**src/vpce_pkg.sv**
```systemverilog
`timescale 1ns / 1ps
`default_nettype none
package vpce_pkg;

  // Default geometry
  localparam int COORD_BITS_DEF = 23;
  localparam int SCALE_FRAC_DEF = 10;

  // Scale register
  localparam int                 SCALE_W     = 11;
  localparam logic [SCALE_W-1:0] SCALE_RESET = 11'd800;

  // Number coding: magnitudes saturate to 22 bits
  localparam int               MAG_W   = 22;
  localparam logic [MAG_W-1:0] MAG_MAX = 22'h3F_FFFF;

  // Numbers carried per command, command queue depth (power of two)
  localparam int NUM_SLOTS   = 4;
  localparam int QUEUE_DEPTH = 4;

  // Request kinds
  localparam logic [2:0] REQ_MOVE       = 3'd0;
  localparam logic [2:0] REQ_DRAW       = 3'd1;
  localparam logic [2:0] REQ_BEGIN_LINE = 3'd2;
  localparam logic [2:0] REQ_BEGIN_POLY = 3'd3;
  localparam logic [2:0] REQ_POINT      = 3'd4;
  localparam logic [2:0] REQ_END        = 3'd5;
  localparam logic [2:0] REQ_PEN        = 3'd6;

  // Command stream bytes
  localparam logic [7:0] BYTE_LINE    = 8'h31;
  localparam logic [7:0] BYTE_POLY    = 8'h32;
  localparam logic [7:0] BYTE_PEN     = 8'h49;
  localparam logic [7:0] BYTE_TERM    = 8'h1e;
  localparam logic [7:0] BYTE_PREFIX  = 8'h40;
  localparam logic [7:0] BYTE_NUM_POS = 8'h30;
  localparam logic [7:0] BYTE_NUM_NEG = 8'h20;

  // Where the byte sequencer stands within one command
  typedef enum logic [1:0] {
    PH_HDR,
    PH_NUM,
    PH_TRL
  } phase_t;

  // One number, already saturated: sign and magnitude
  typedef struct packed {
    logic             neg;
    logic [MAG_W-1:0] mag;
  } num_t;

  // One command as queued between front and back
  typedef struct packed {
    phase_t                  first;
    logic [7:0]              hdr;
    logic [2:0]              num_cnt;
    num_t [NUM_SLOTS-1:0]    nums;
    logic                    has_trl;
  } cmd_t;

  // Gray pen class to pen command code
  function automatic logic signed [7:0] pen_code(input logic [2:0] cls);
    logic signed [7:0] c;
    unique case (cls)
      3'd0:    c = -8'sd29;
      3'd1:    c = -8'sd30;
      3'd2:    c = -8'sd31;
      3'd3:    c = -8'sd32;
      3'd4:    c = -8'sd41;
      3'd5:    c = -8'sd33;
      3'd6:    c = -8'sd34;
      default: c = -8'sd35;
    endcase
    return c;
  endfunction

endpackage
`default_nettype wire

```
**src/vpce_front.sv**
```systemverilog
`timescale 1ns / 1ps
`default_nettype none
module vpce_front #(
  parameter int COORD_BITS      = vpce_pkg::COORD_BITS_DEF,
  parameter int SCALE_FRAC_BITS = vpce_pkg::SCALE_FRAC_DEF
) (
  input  logic                           clk,
  input  logic                           rst_n,
  input  logic                           cfg_we,
  input  logic [vpce_pkg::SCALE_W-1:0]   cfg_wdata,
  input  logic                           in_valid,
  output logic                           in_ready,
  input  logic [2:0]                     in_req,
  input  logic signed [COORD_BITS-1:0]   in_x,
  input  logic signed [COORD_BITS-1:0]   in_y,
  input  logic [2:0]                     in_pen,
  output logic                           q_push,
  output vpce_pkg::cmd_t                 q_data,
  input  logic                           q_full
);
  import vpce_pkg::*;

  localparam int PW = COORD_BITS + SCALE_W + 1;
  localparam int NW = COORD_BITS + 1;
  localparam int SW = ((NW > MAG_W + 2) ? NW : MAG_W + 2) + 1;

  localparam logic signed [PW-1:0] RND   = PW'((1 << SCALE_FRAC_BITS) - 1);
  localparam logic signed [PW-1:0] Q_MAX = {{(PW-COORD_BITS+1){1'b0}}, {(COORD_BITS-1){1'b1}}};
  localparam logic signed [PW-1:0] Q_MIN = {{(PW-COORD_BITS+1){1'b1}}, {(COORD_BITS-1){1'b0}}};
  localparam logic signed [SW-1:0] MAG_LIM = {{(SW-MAG_W){1'b0}}, MAG_MAX};

  // Drop fraction toward zero, clamp to the coordinate range
  function automatic logic signed [COORD_BITS-1:0] scale_fix(input logic signed [PW-1:0] p);
    logic signed [PW-1:0] adj;
    logic signed [PW-1:0] q;
    logic signed [PW-1:0] c;
    adj = p[PW-1] ? p + RND : p;
    q   = adj >>> SCALE_FRAC_BITS;
    if (q > Q_MAX) begin
      c = Q_MAX;
    end else if (q < Q_MIN) begin
      c = Q_MIN;
    end else begin
      c = q;
    end
    return c[COORD_BITS-1:0];
  endfunction

  // Saturate to the codable magnitude, split sign and magnitude
  function automatic num_t sat_num(input logic signed [NW-1:0] v);
    logic signed [SW-1:0] w;
    logic signed [SW-1:0] a;
    num_t                 r;
    w     = SW'(v);
    a     = w[SW-1] ? -w : w;
    r.neg = w[SW-1];
    if (a > MAG_LIM) begin
      r.mag = MAG_MAX;
    end else begin
      r.mag = a[MAG_W-1:0];
    end
    return r;
  endfunction

  logic                         adv;
  logic [SCALE_W-1:0]           scale_r;

  logic                         s1_v_r;
  logic [2:0]                   s1_req_r;
  logic signed [PW-1:0]         s1_px_r;
  logic signed [PW-1:0]         s1_py_r;
  logic [2:0]                   s1_pen_r;

  logic                         s2_v_r;
  logic [2:0]                   s2_req_r;
  logic signed [COORD_BITS-1:0] s2_x_r;
  logic signed [COORD_BITS-1:0] s2_y_r;
  logic [2:0]                   s2_pen_r;

  logic signed [COORD_BITS-1:0] pos_x_r, pos_x_nxt;
  logic signed [COORD_BITS-1:0] pos_y_r, pos_y_nxt;
  logic [2:0]                   cls_r, cls_nxt;
  logic                         open_r, open_nxt;
  logic                         vis_r, vis_nxt;

  logic                         s3_v_r, s3_v_nxt;
  phase_t                       s3_first_r, s3_first_nxt;
  logic [7:0]                   s3_hdr_r, s3_hdr_nxt;
  logic [2:0]                   s3_cnt_r, s3_cnt_nxt;
  logic                         s3_trl_r, s3_trl_nxt;
  logic signed [NW-1:0]         s3_val_r [NUM_SLOTS];
  logic signed [NW-1:0]         s3_val_nxt [NUM_SLOTS];

  logic signed [NW-1:0]         px_ext, py_ext, sx_ext, sy_ext;
  logic signed [NW-1:0]         dx, dy;

  // Whole front moves as one; it holds only when a command cannot enter the queue
  assign adv      = !(s3_v_r && q_full);
  assign in_ready = adv;

  // Scale register
  always_ff @(posedge clk) begin
    if (!rst_n) begin
      scale_r <= SCALE_RESET;
    end else if (cfg_we) begin
      scale_r <= cfg_wdata;
    end
  end

  // Stage 1: scale multiply
  always_ff @(posedge clk) begin
    if (!rst_n) begin
      s1_v_r <= 1'b0;
    end else if (adv) begin
      s1_v_r <= in_valid;
    end
  end

  always_ff @(posedge clk) begin
    if (adv) begin
      s1_req_r <= in_req;
      s1_px_r  <= in_x * $signed({1'b0, scale_r});
      s1_py_r  <= in_y * $signed({1'b0, scale_r});
      s1_pen_r <= in_pen;
    end
  end

  // Stage 2: truncate and clamp
  always_ff @(posedge clk) begin
    if (!rst_n) begin
      s2_v_r <= 1'b0;
    end else if (adv) begin
      s2_v_r <= s1_v_r;
    end
  end

  always_ff @(posedge clk) begin
    if (adv) begin
      s2_req_r <= s1_req_r;
      s2_x_r   <= scale_fix(s1_px_r);
      s2_y_r   <= scale_fix(s1_py_r);
      s2_pen_r <= s1_pen_r;
    end
  end

  // Stage 3: offsets from the tracked pen position
  assign px_ext = NW'(pos_x_r);
  assign py_ext = NW'(pos_y_r);
  assign sx_ext = NW'(s2_x_r);
  assign sy_ext = NW'(s2_y_r);
  assign dx     = sx_ext - px_ext;
  assign dy     = sy_ext - py_ext;

  // Stage 3: classify the event, update pen state, build the command
  always_comb begin
    pos_x_nxt    = pos_x_r;
    pos_y_nxt    = pos_y_r;
    cls_nxt      = cls_r;
    open_nxt     = open_r;
    vis_nxt      = vis_r;
    s3_v_nxt     = 1'b0;
    s3_first_nxt = PH_HDR;
    s3_hdr_nxt   = BYTE_LINE;
    s3_cnt_nxt   = 3'd0;
    s3_trl_nxt   = 1'b0;
    for (int i = 0; i < NUM_SLOTS; i++) begin
      s3_val_nxt[i] = '0;
    end
    if (s2_v_r) begin
      if (open_r) begin
        case (s2_req_r)
          REQ_POINT: begin
            pos_x_nxt = s2_x_r;
            pos_y_nxt = s2_y_r;
            if (vis_r) begin
              s3_v_nxt      = 1'b1;
              s3_first_nxt  = PH_NUM;
              s3_cnt_nxt    = 3'd2;
              s3_val_nxt[0] = dx;
              s3_val_nxt[1] = dy;
            end
          end
          REQ_END: begin
            open_nxt = 1'b0;
            vis_nxt  = 1'b0;
            if (vis_r) begin
              s3_v_nxt     = 1'b1;
              s3_first_nxt = PH_TRL;
              s3_trl_nxt   = 1'b1;
            end
          end
          default: begin
          end
        endcase
      end else begin
        case (s2_req_r) inside
          REQ_MOVE: begin
            pos_x_nxt = s2_x_r;
            pos_y_nxt = s2_y_r;
          end
          REQ_DRAW: begin
            pos_x_nxt = s2_x_r;
            pos_y_nxt = s2_y_r;
            if (cls_r != 3'd0) begin
              s3_v_nxt      = 1'b1;
              s3_hdr_nxt    = BYTE_LINE;
              s3_cnt_nxt    = 3'd4;
              s3_val_nxt[0] = px_ext;
              s3_val_nxt[1] = py_ext;
              s3_val_nxt[2] = dx;
              s3_val_nxt[3] = dy;
              s3_trl_nxt    = 1'b1;
            end
          end
          REQ_BEGIN_LINE, REQ_BEGIN_POLY: begin
            pos_x_nxt = s2_x_r;
            pos_y_nxt = s2_y_r;
            open_nxt  = 1'b1;
            vis_nxt   = (cls_r != 3'd0);
            if (cls_r != 3'd0) begin
              s3_v_nxt      = 1'b1;
              s3_hdr_nxt    = (s2_req_r == REQ_BEGIN_LINE) ? BYTE_LINE : BYTE_POLY;
              s3_cnt_nxt    = 3'd2;
              s3_val_nxt[0] = sx_ext;
              s3_val_nxt[1] = sy_ext;
            end
          end
          REQ_PEN: begin
            cls_nxt       = s2_pen_r;
            s3_v_nxt      = 1'b1;
            s3_hdr_nxt    = BYTE_PEN;
            s3_cnt_nxt    = 3'd2;
            s3_val_nxt[0] = NW'(pen_code(s2_pen_r));
            s3_trl_nxt    = 1'b1;
          end
          default: begin
          end
        endcase
      end
    end
  end

  always_ff @(posedge clk) begin
    if (!rst_n) begin
      pos_x_r <= '0;
      pos_y_r <= '0;
      cls_r   <= 3'd0;
      open_r  <= 1'b0;
      vis_r   <= 1'b0;
      s3_v_r  <= 1'b0;
    end else if (adv) begin
      pos_x_r <= pos_x_nxt;
      pos_y_r <= pos_y_nxt;
      cls_r   <= cls_nxt;
      open_r  <= open_nxt;
      vis_r   <= vis_nxt;
      s3_v_r  <= s3_v_nxt;
    end
  end

  always_ff @(posedge clk) begin
    if (adv) begin
      s3_first_r <= s3_first_nxt;
      s3_hdr_r   <= s3_hdr_nxt;
      s3_cnt_r   <= s3_cnt_nxt;
      s3_trl_r   <= s3_trl_nxt;
      for (int i = 0; i < NUM_SLOTS; i++) begin
        s3_val_r[i] <= s3_val_nxt[i];
      end
    end
  end

  // Stage 4: saturate numbers and push the command
  always_comb begin
    q_data.first   = s3_first_r;
    q_data.hdr     = s3_hdr_r;
    q_data.num_cnt = s3_cnt_r;
    q_data.has_trl = s3_trl_r;
    for (int i = 0; i < NUM_SLOTS; i++) begin
      q_data.nums[i] = sat_num(s3_val_r[i]);
    end
  end

  assign q_push = s3_v_r && !q_full;

endmodule
`default_nettype wire

```
**src/vpce_queue.sv**
```systemverilog
`timescale 1ns / 1ps
`default_nettype none
module vpce_queue (
  input  logic           clk,
  input  logic           rst_n,
  input  logic           push,
  input  vpce_pkg::cmd_t push_data,
  output logic           full,
  input  logic           pop,
  output vpce_pkg::cmd_t head,
  output logic           empty
);
  import vpce_pkg::*;

  localparam int AW = $clog2(QUEUE_DEPTH);
  localparam int CW = $clog2(QUEUE_DEPTH + 1);

  cmd_t          mem_r [QUEUE_DEPTH];
  logic [AW-1:0] wr_ptr_r, wr_ptr_nxt;
  logic [AW-1:0] rd_ptr_r, rd_ptr_nxt;
  logic [CW-1:0] cnt_r, cnt_nxt;

  assign full  = (cnt_r == CW'(QUEUE_DEPTH));
  assign empty = (cnt_r == '0);
  assign head  = mem_r[rd_ptr_r];

  // Advance pointers with wrap, track fill level
  always_comb begin
    wr_ptr_nxt = wr_ptr_r;
    rd_ptr_nxt = rd_ptr_r;
    cnt_nxt    = cnt_r;
    if (push) begin
      wr_ptr_nxt = (wr_ptr_r == AW'(QUEUE_DEPTH - 1)) ? '0 : wr_ptr_r + 1'b1;
    end
    if (pop) begin
      rd_ptr_nxt = (rd_ptr_r == AW'(QUEUE_DEPTH - 1)) ? '0 : rd_ptr_r + 1'b1;
    end
    if (push && !pop) begin
      cnt_nxt = cnt_r + 1'b1;
    end else if (pop && !push) begin
      cnt_nxt = cnt_r - 1'b1;
    end
  end

  always_ff @(posedge clk) begin
    if (!rst_n) begin
      wr_ptr_r <= '0;
      rd_ptr_r <= '0;
      cnt_r    <= '0;
    end else begin
      wr_ptr_r <= wr_ptr_nxt;
      rd_ptr_r <= rd_ptr_nxt;
      cnt_r    <= cnt_nxt;
    end
  end

  // Store entries
  always_ff @(posedge clk) begin
    if (push) begin
      mem_r[wr_ptr_r] <= push_data;
    end
  end

endmodule
`default_nettype wire

```
**src/vpce_back.sv**
```systemverilog
`timescale 1ns / 1ps
`default_nettype none
module vpce_back (
  input  logic           clk,
  input  logic           rst_n,
  input  vpce_pkg::cmd_t q_head,
  input  logic           q_empty,
  output logic           q_pop,
  output logic           out_tvalid,
  input  logic           out_tready,
  output logic [7:0]     out_tdata,
  output logic           out_tlast
);
  import vpce_pkg::*;

  logic       fresh_r;
  phase_t     ph_r, ph_nxt;
  logic [1:0] nidx_r, nidx_nxt;
  logic [1:0] didx_r, didx_nxt;
  logic       out_v_r;
  logic [7:0] out_b_r;
  logic       out_l_r;

  phase_t     ph;
  logic [1:0] ni;
  logic [1:0] di;
  logic       go;
  logic       done;
  num_t       cur;
  logic [1:0] top;
  logic [1:0] lvl;
  logic [7:0] byte_val;

  // A new command starts at the phase the front chose
  assign ph = fresh_r ? q_head.first : ph_r;
  assign ni = fresh_r ? 2'd0 : nidx_r;
  assign di = fresh_r ? 2'd0 : didx_r;

  // Emit a word when a command waits and the output slot frees up
  assign go = !q_empty && (!out_v_r || out_tready);

  // Number of prefix digits in the current number
  assign cur = q_head.nums[ni];
  always_comb begin
    if (cur.mag[21:16] != 6'd0) begin
      top = 2'd3;
    end else if (cur.mag[15:10] != 6'd0) begin
      top = 2'd2;
    end else if (cur.mag[9:4] != 6'd0) begin
      top = 2'd1;
    end else begin
      top = 2'd0;
    end
  end
  assign lvl = top - di;

  // Next position in the command
  always_comb begin
    ph_nxt   = ph;
    nidx_nxt = ni;
    didx_nxt = di;
    done     = 1'b0;
    unique case (ph)
      PH_HDR: begin
        if (q_head.num_cnt != 3'd0) begin
          ph_nxt   = PH_NUM;
          nidx_nxt = 2'd0;
          didx_nxt = 2'd0;
        end else if (q_head.has_trl) begin
          ph_nxt = PH_TRL;
        end else begin
          done = 1'b1;
        end
      end
      PH_NUM: begin
        if (di == top) begin
          if ({1'b0, ni} + 3'd1 == q_head.num_cnt) begin
            if (q_head.has_trl) begin
              ph_nxt = PH_TRL;
            end else begin
              done = 1'b1;
            end
          end else begin
            nidx_nxt = ni + 2'd1;
            didx_nxt = 2'd0;
          end
        end else begin
          didx_nxt = di + 2'd1;
        end
      end
      PH_TRL: begin
        done = 1'b1;
      end
      default: begin
        done = 1'b1;
      end
    endcase
  end

  // Word for the current position
  always_comb begin
    byte_val = BYTE_TERM;
    unique case (ph)
      PH_HDR: begin
        byte_val = q_head.hdr;
      end
      PH_NUM: begin
        case (lvl)
          2'd3:    byte_val = BYTE_PREFIX | {2'b00, cur.mag[21:16]};
          2'd2:    byte_val = BYTE_PREFIX | {2'b00, cur.mag[15:10]};
          2'd1:    byte_val = BYTE_PREFIX | {2'b00, cur.mag[9:4]};
          default: byte_val = (cur.neg ? BYTE_NUM_NEG : BYTE_NUM_POS) | {4'h0, cur.mag[3:0]};
        endcase
      end
      PH_TRL: begin
        byte_val = BYTE_TERM;
      end
      default: begin
        byte_val = BYTE_TERM;
      end
    endcase
  end

  assign q_pop = go && done;

  // Sequencer position
  always_ff @(posedge clk) begin
    if (!rst_n) begin
      fresh_r <= 1'b1;
      ph_r    <= PH_HDR;
      nidx_r  <= 2'd0;
      didx_r  <= 2'd0;
    end else if (go) begin
      fresh_r <= done;
      ph_r    <= ph_nxt;
      nidx_r  <= nidx_nxt;
      didx_r  <= didx_nxt;
    end
  end

  // Output register
  always_ff @(posedge clk) begin
    if (!rst_n) begin
      out_v_r <= 1'b0;
    end else if (go) begin
      out_v_r <= 1'b1;
    end else if (out_tready) begin
      out_v_r <= 1'b0;
    end
  end

  always_ff @(posedge clk) begin
    if (go) begin
      out_b_r <= byte_val;
      out_l_r <= done;
    end
  end

  assign out_tvalid = out_v_r;
  assign out_tdata  = out_b_r;
  assign out_tlast  = out_l_r;

endmodule
`default_nettype wire

```
**src/vector_plot_command_encoder.sv**
```systemverilog
`timescale 1ns / 1ps
`default_nettype none
// Vector plot command encoder: takes one plotting event per word on the in_ stream
// (req_type on in_tuser; x, y and pen class on in_tdata) and sends the printer vector
// command stream one byte per word on the out_ stream, with tlast on the last byte of
// each event. Coordinates are scaled by cfg_wdata / 2^SCALE_FRAC_BITS (write only
// while idle). Events enter through a three-stage front (multiply, truncate and clamp,
// pen state) at one per cycle unless held by a full queue; numbers are saturated on the
// way into a four-entry command queue, and the back sequencer sends one byte per cycle
// while out_tready allows. A move yields 0 bytes, a path event 1 to 9, a pen change 5
// and a draw 6 to 18; events with no bytes pass at one per cycle while the front is not
// held. An event's first byte goes through the front stages, queue and output register.
module vector_plot_command_encoder #(
  parameter int COORD_BITS      = vpce_pkg::COORD_BITS_DEF,
  parameter int SCALE_FRAC_BITS = vpce_pkg::SCALE_FRAC_DEF
) (
  input  logic                               clk,
  input  logic                               rst_n,
  input  logic                               cfg_we,
  input  logic [vpce_pkg::SCALE_W-1:0]       cfg_wdata,   // scale_q10
  input  logic                               in_tvalid,
  output logic                               in_tready,
  // x_coord, y_coord, pen_class, zero pad
  input  logic [((2*COORD_BITS+3+7)/8)*8-1:0] in_tdata,
  input  logic [2:0]                         in_tuser,    // req_type
  output logic                               out_tvalid,
  input  logic                               out_tready,
  output logic [7:0]                         out_tdata,   // out_byte
  output logic                               out_tlast    // last_byte
);
  import vpce_pkg::*;

  logic signed [COORD_BITS-1:0] in_x;
  logic signed [COORD_BITS-1:0] in_y;
  logic [2:0]                   in_pen;
  logic                         q_push;
  logic                         q_pop;
  logic                         q_full;
  logic                         q_empty;
  cmd_t                         q_wdata;
  cmd_t                         q_head;

  // Unpack the input word
  assign in_x   = in_tdata[COORD_BITS-1:0];
  assign in_y   = in_tdata[2*COORD_BITS-1:COORD_BITS];
  assign in_pen = in_tdata[2*COORD_BITS+2:2*COORD_BITS];

  vpce_front #(
    .COORD_BITS      (COORD_BITS),
    .SCALE_FRAC_BITS (SCALE_FRAC_BITS)
  ) u_front (
    .clk       (clk),
    .rst_n     (rst_n),
    .cfg_we    (cfg_we),
    .cfg_wdata (cfg_wdata),
    .in_valid  (in_tvalid),
    .in_ready  (in_tready),
    .in_req    (in_tuser),
    .in_x      (in_x),
    .in_y      (in_y),
    .in_pen    (in_pen),
    .q_push    (q_push),
    .q_data    (q_wdata),
    .q_full    (q_full)
  );

  vpce_queue u_queue (
    .clk       (clk),
    .rst_n     (rst_n),
    .push      (q_push),
    .push_data (q_wdata),
    .full      (q_full),
    .pop       (q_pop),
    .head      (q_head),
    .empty     (q_empty)
  );

  vpce_back u_back (
    .clk        (clk),
    .rst_n      (rst_n),
    .q_head     (q_head),
    .q_empty    (q_empty),
    .q_pop      (q_pop),
    .out_tvalid (out_tvalid),
    .out_tready (out_tready),
    .out_tdata  (out_tdata),
    .out_tlast  (out_tlast)
  );

endmodule
`default_nettype wire

```
**config.mk**
```make
export PLATFORM = sky130hd
export DESIGN_NAME = vector_plot_command_encoder
export DESIGN_NICKNAME = d
export VERILOG_FILES = /design/src/vpce_pkg.sv /design/src/vpce_front.sv /design/src/vpce_queue.sv /design/src/vpce_back.sv /design/src/vector_plot_command_encoder.sv
export SDC_FILE = /design/constraint.sdc
export NUM_CORES = 2
export LEC_CHECK = 0
export BUFFER_PORTS_ARGS = -buffer_cell sky130_fd_sc_hd__buf_2
export CAP_MARGIN = 20
export CELL_PAD_IN_SITES_DETAIL_PLACEMENT = 0
export CELL_PAD_IN_SITES_GLOBAL_PLACEMENT = 1
export CORE_MARGIN = 2
export CORE_UTILIZATION = 40
export CTS_CLUSTER_DIAMETER = 40
export DETAILED_ROUTE_END_ITERATION = 8
export MAX_ROUTING_LAYER = met4
export PLACE_DENSITY = 0.71
export SLEW_MARGIN = 20
export SYNTH_ARGS = -nofsm -noshare
export SYNTH_HDL_FRONTEND = slang
export SYNTH_HIERARCHICAL = 1
export SYNTH_SLANG_ARGS = --single-unit
```
**constraint.sdc**
```tcl
create_clock -name clk -period 8.6 [get_ports clk]
set_input_delay 1.72 -clock clk [delete_from_list [all_inputs] [get_ports clk]]
set_output_delay 1.72 -clock clk [all_outputs]
set_load 0.03 [all_outputs]
```
==> results.yml <==
power_and_ir_drop:
  peakVddDrop_mv: 0.188
  p_leak_nw: 24.0
  power_mw: 17.0
  power.density_mw_per_mm2: 295
floorplanning:
  rows: 132
  ios: 86
  die_y_microns: 366
  core_area_sq_mm: 0.130
  die_x_microns: 366
  die_area_sq_mm: 0.134
  start_util_pct: 40.3
synth:
  ys_ff_latch: 748
  yosys_warnings: 6
  synthMuxAreaShare_pct: 5.38
  ys_seq_area_share_pct: 41.4
  synth_top_area_share_pct: 38.2
  syn_area_sq_mm: 0.0523
  ys_top_cells_by_count: "nand2_1 (726), inv_1 (682), edfxtp_1 (666), fa_1 (451), ha_1 (210)"
  synthArstFlopShare_pct: 0
  synth_xor_area_share_pct: 3.87
  synth_edf_count: 666
  synth_fa_ha_area_share_pct: 22.3
  synth_compound_area_share_pct: 7.82
  syn_inst: 4724
  yosys.area_share.simple_pct: 12.4
  synth_top_family_by_area: "adder cells"
  synth_cell_type_count: 86
  synth.most_common_cell: "nand2_1"
  synthFlopType: "edfxtp_1"
  syn_area_per_cell_sq_um: 11.1
  synthTopCellsByArea: "edfxtp_1 (38%), fa_1 (17%), nand2_1 (5.2%), ha_1 (5.0%), inv_1 (4.9%)"
  synth_area_leader_cell: "edfxtp_1"
worst_setup_path:
  cp_data_required_time_ns: 9.01
  startpoint_type: "primary input"
  rr_worst_depth: 19
  reg2reg_slack_ns: 2.13
  path_max_fanout: 11
  worst-path-buf-inv: 6
  path_common_cell: "fa_1"
  crit_type: "in2reg"
  end_kind: "register"
  crit_arrival_ns: 7.47
  cp_slowest_stage_delay_ns: 0.74
  critPathSlowestCell: "a2111oi_0"
  crit_cells: 21
  critical_path.cell_chain: "buf_2, and2_1, fa_1, inv_1, fa_1, inv_1, fa_1, fa_1, inv_1, fa_1, inv_1, ha_1, a211o_1, a21o_1, a221oi_1, buf_4, o211ai_1, a2111oi_0, o31ai_1, a21oi_1, xnor2_1"
  cp_top_family: "adder cells"
cts:
  cts_made_buffers: 99
  cts.sinks: 748
  clock_path_buffers: 3
  cts_tree: "done"
  cts_hold_buf: 0
  cts_root_buf: "clkbuf_16"
  clk_latency_ns: 0.71
  ctsHtreeMaxLevel: 3
  ctsResizeCount: 0
  cts_setup_buffers: 0
  clkTransAtPathRegs_ns: 0.05
sta:
  max_freq_mhz: 142
  hold_violations: 0
  min_period_ns: 7.06
  slew_headroom_pct: 27.7
  finClkSkew_ns: 0.0613
  whs_ns: 0.419
  finalSetupViolations: 0
  slew_viol_final: 0
  worst_slack_ns: 1.54
  rsz0062_at_grt: "no"
  period_share_pct: 82.1
  fin_tns_setup_ns: 0
  worst_pin_slew_ns: 1.08
detailed_routing:
  routed_wl_mm: 116
  drc_errors: 0
  avgRoutedWirePerCell_microns: 17.7
  vias: 33000
  drtIter0Drc: 1889
  detail-route-antenna-nets: 0
  firstDrtPassIters: 5
  vias_per_cell: 5.05
hold_path:
  min_path_cells: 0
  min_path_type: "reg2reg"
global_route:
  track_usage_pct: 18.3
  grt_max_degree: 205
  grt_pass1_wl_mm: 188
  antenna_found_initial: 6
  gr-total-overflow: 0
  first_global_vias: 34100
outcome:
  status: "complete, no violations"
finish:
  final_cells: 6550
  final_core_utilization_pct: 44.6
  drive_gt1_share_pct: 9.45
  syn_to_final_growth_pct: 10.6
  fin_area_sq_mm: 0.0578
  nFillCells: 12100
  final_nets: 5455
place:
  post-dp-hpwl_mm: 86.0
  dp_worst_setup_slack_ns: 0.836
  place_inst: 6359
  gp_congestion: 0.871
  place.port_buffers: 78
  dpl_cell_area_sq_mm: 0.0543
job:
  max_cap_viol_count: 0
-- per-layer routing --
layer | vias to the layer above | routed length, microns | track usage [%]
met4 | 0 | 1840 | 3.82
li1 | 15900 | - | -
met2 | 615 | 54700 | 29.6
met1 | 16400 | 54400 | 24.9
met5 | - | 0 | -
met3 | 142 | 4800 | 2.28
-- layout by cell type (no fill, tap or decap), types with 53 or more instances in the layout --
| master | synthesis | final |
|---|---|---|
| edfxtp_1 | 666 | 666 |
| inv_1 | 682 | 682 |
| fa_1 | 451 | 451 |
| o22ai_1 | 53 | 53 |
| mux4_2 | 106 | 106 |
| and2_1 | 180 | 176 |
| a21boi_0 | 64 | 62 |
| dfxtp_1 | 82 | 78 |
| o21ai_0 | 161 | 161 |
| nand3_1 | 85 | 84 |
| xor2_1 | 142 | 142 |
| nor2_1 | 149 | 149 |
| clkbuf_16 | 0 | 102 |
| nand2_1 | 726 | 725 |
| xnor2_1 | 89 | 89 |
| buf_2 | 15 | 78 |
| ha_1 | 210 | 210 |
| a21oi_1 | 107 | 107 |
-- flip-flops by register name (all words and copies together), names as in the netlist, 3 cells and up, named ones only --
| name | cells |
|---|---|
| u_back/out_tdata | 8 |
| u_queue/cnt_r | 3 |
| u_front/s2_req_r | 3 |
| u_front/s2_pen_r | 3 |
| u_front/s2_x_r | 23 |
| u_front/s1_req_r | 3 |
| u_front/s2_y_r | 23 |
| u_front/s1_px_r | 35 |
| u_queue/mem_r | 424 |
| u_front/pos_y_r | 23 |
| u_front/s1_py_r | 35 |
| u_front/s1_pen_r | 3 |
| u_front/cls_r | 3 |
| u_front/scale_r | 11 |
| u_front/s3_val_r | 96 |
| u_front/pos_x_r | 23 |
| u_front/s3_hdr_r | 4 |
-- logic make-up after synthesis --
logic type	Yosys count
xor gates and xnor gates	231
AOI/OAI and AO/OA	630
other	1
buffers and inverters	916
DFF	748
and+or+nand+nor	1390
adders and majority gates	661
muxes	147
-- where the power goes --
group          total, mW  switching [mW]  internal [mW]
combinational       7.80            4.45           3.36
clock               4.23            1.68           2.56
sequential          5.00           0.350           4.65
total               17.0            6.48           10.6
-- final cells by class --
cell class	count	area (sq um)	share of cell area, %
clock inverters	77	898	1.55
well taps	1742	2180	3.77
flip-flops and latches	748	21700	37.4
clock buffers	111	2620	4.53
multi-input cells	3062	27100	46.9
inverters	685	2570	4.45
diodes	2	5.00	0.00866
repair buffers	123	786	1.36
-- worst paths after layout --
check | endpoint | start
hold reg to reg | u_front/s2_req_r[1]$_DFFE_PN_ | u_front/s1_req_r[1]$_DFFE_PN_
setup reg to reg | u_front/s1_py_r[33]$_DFFE_PN_ | u_front/scale_r[6]$_SDFFE_PN0P_
hold / removal | u_front/s2_req_r[1]$_DFFE_PN_ | u_front/s1_req_r[1]$_DFFE_PN_
setup / recovery | u_front/s1_px_r[33]$_DFFE_PN_ | in_tdata[5]
Power figures use the tool's default switching activity.
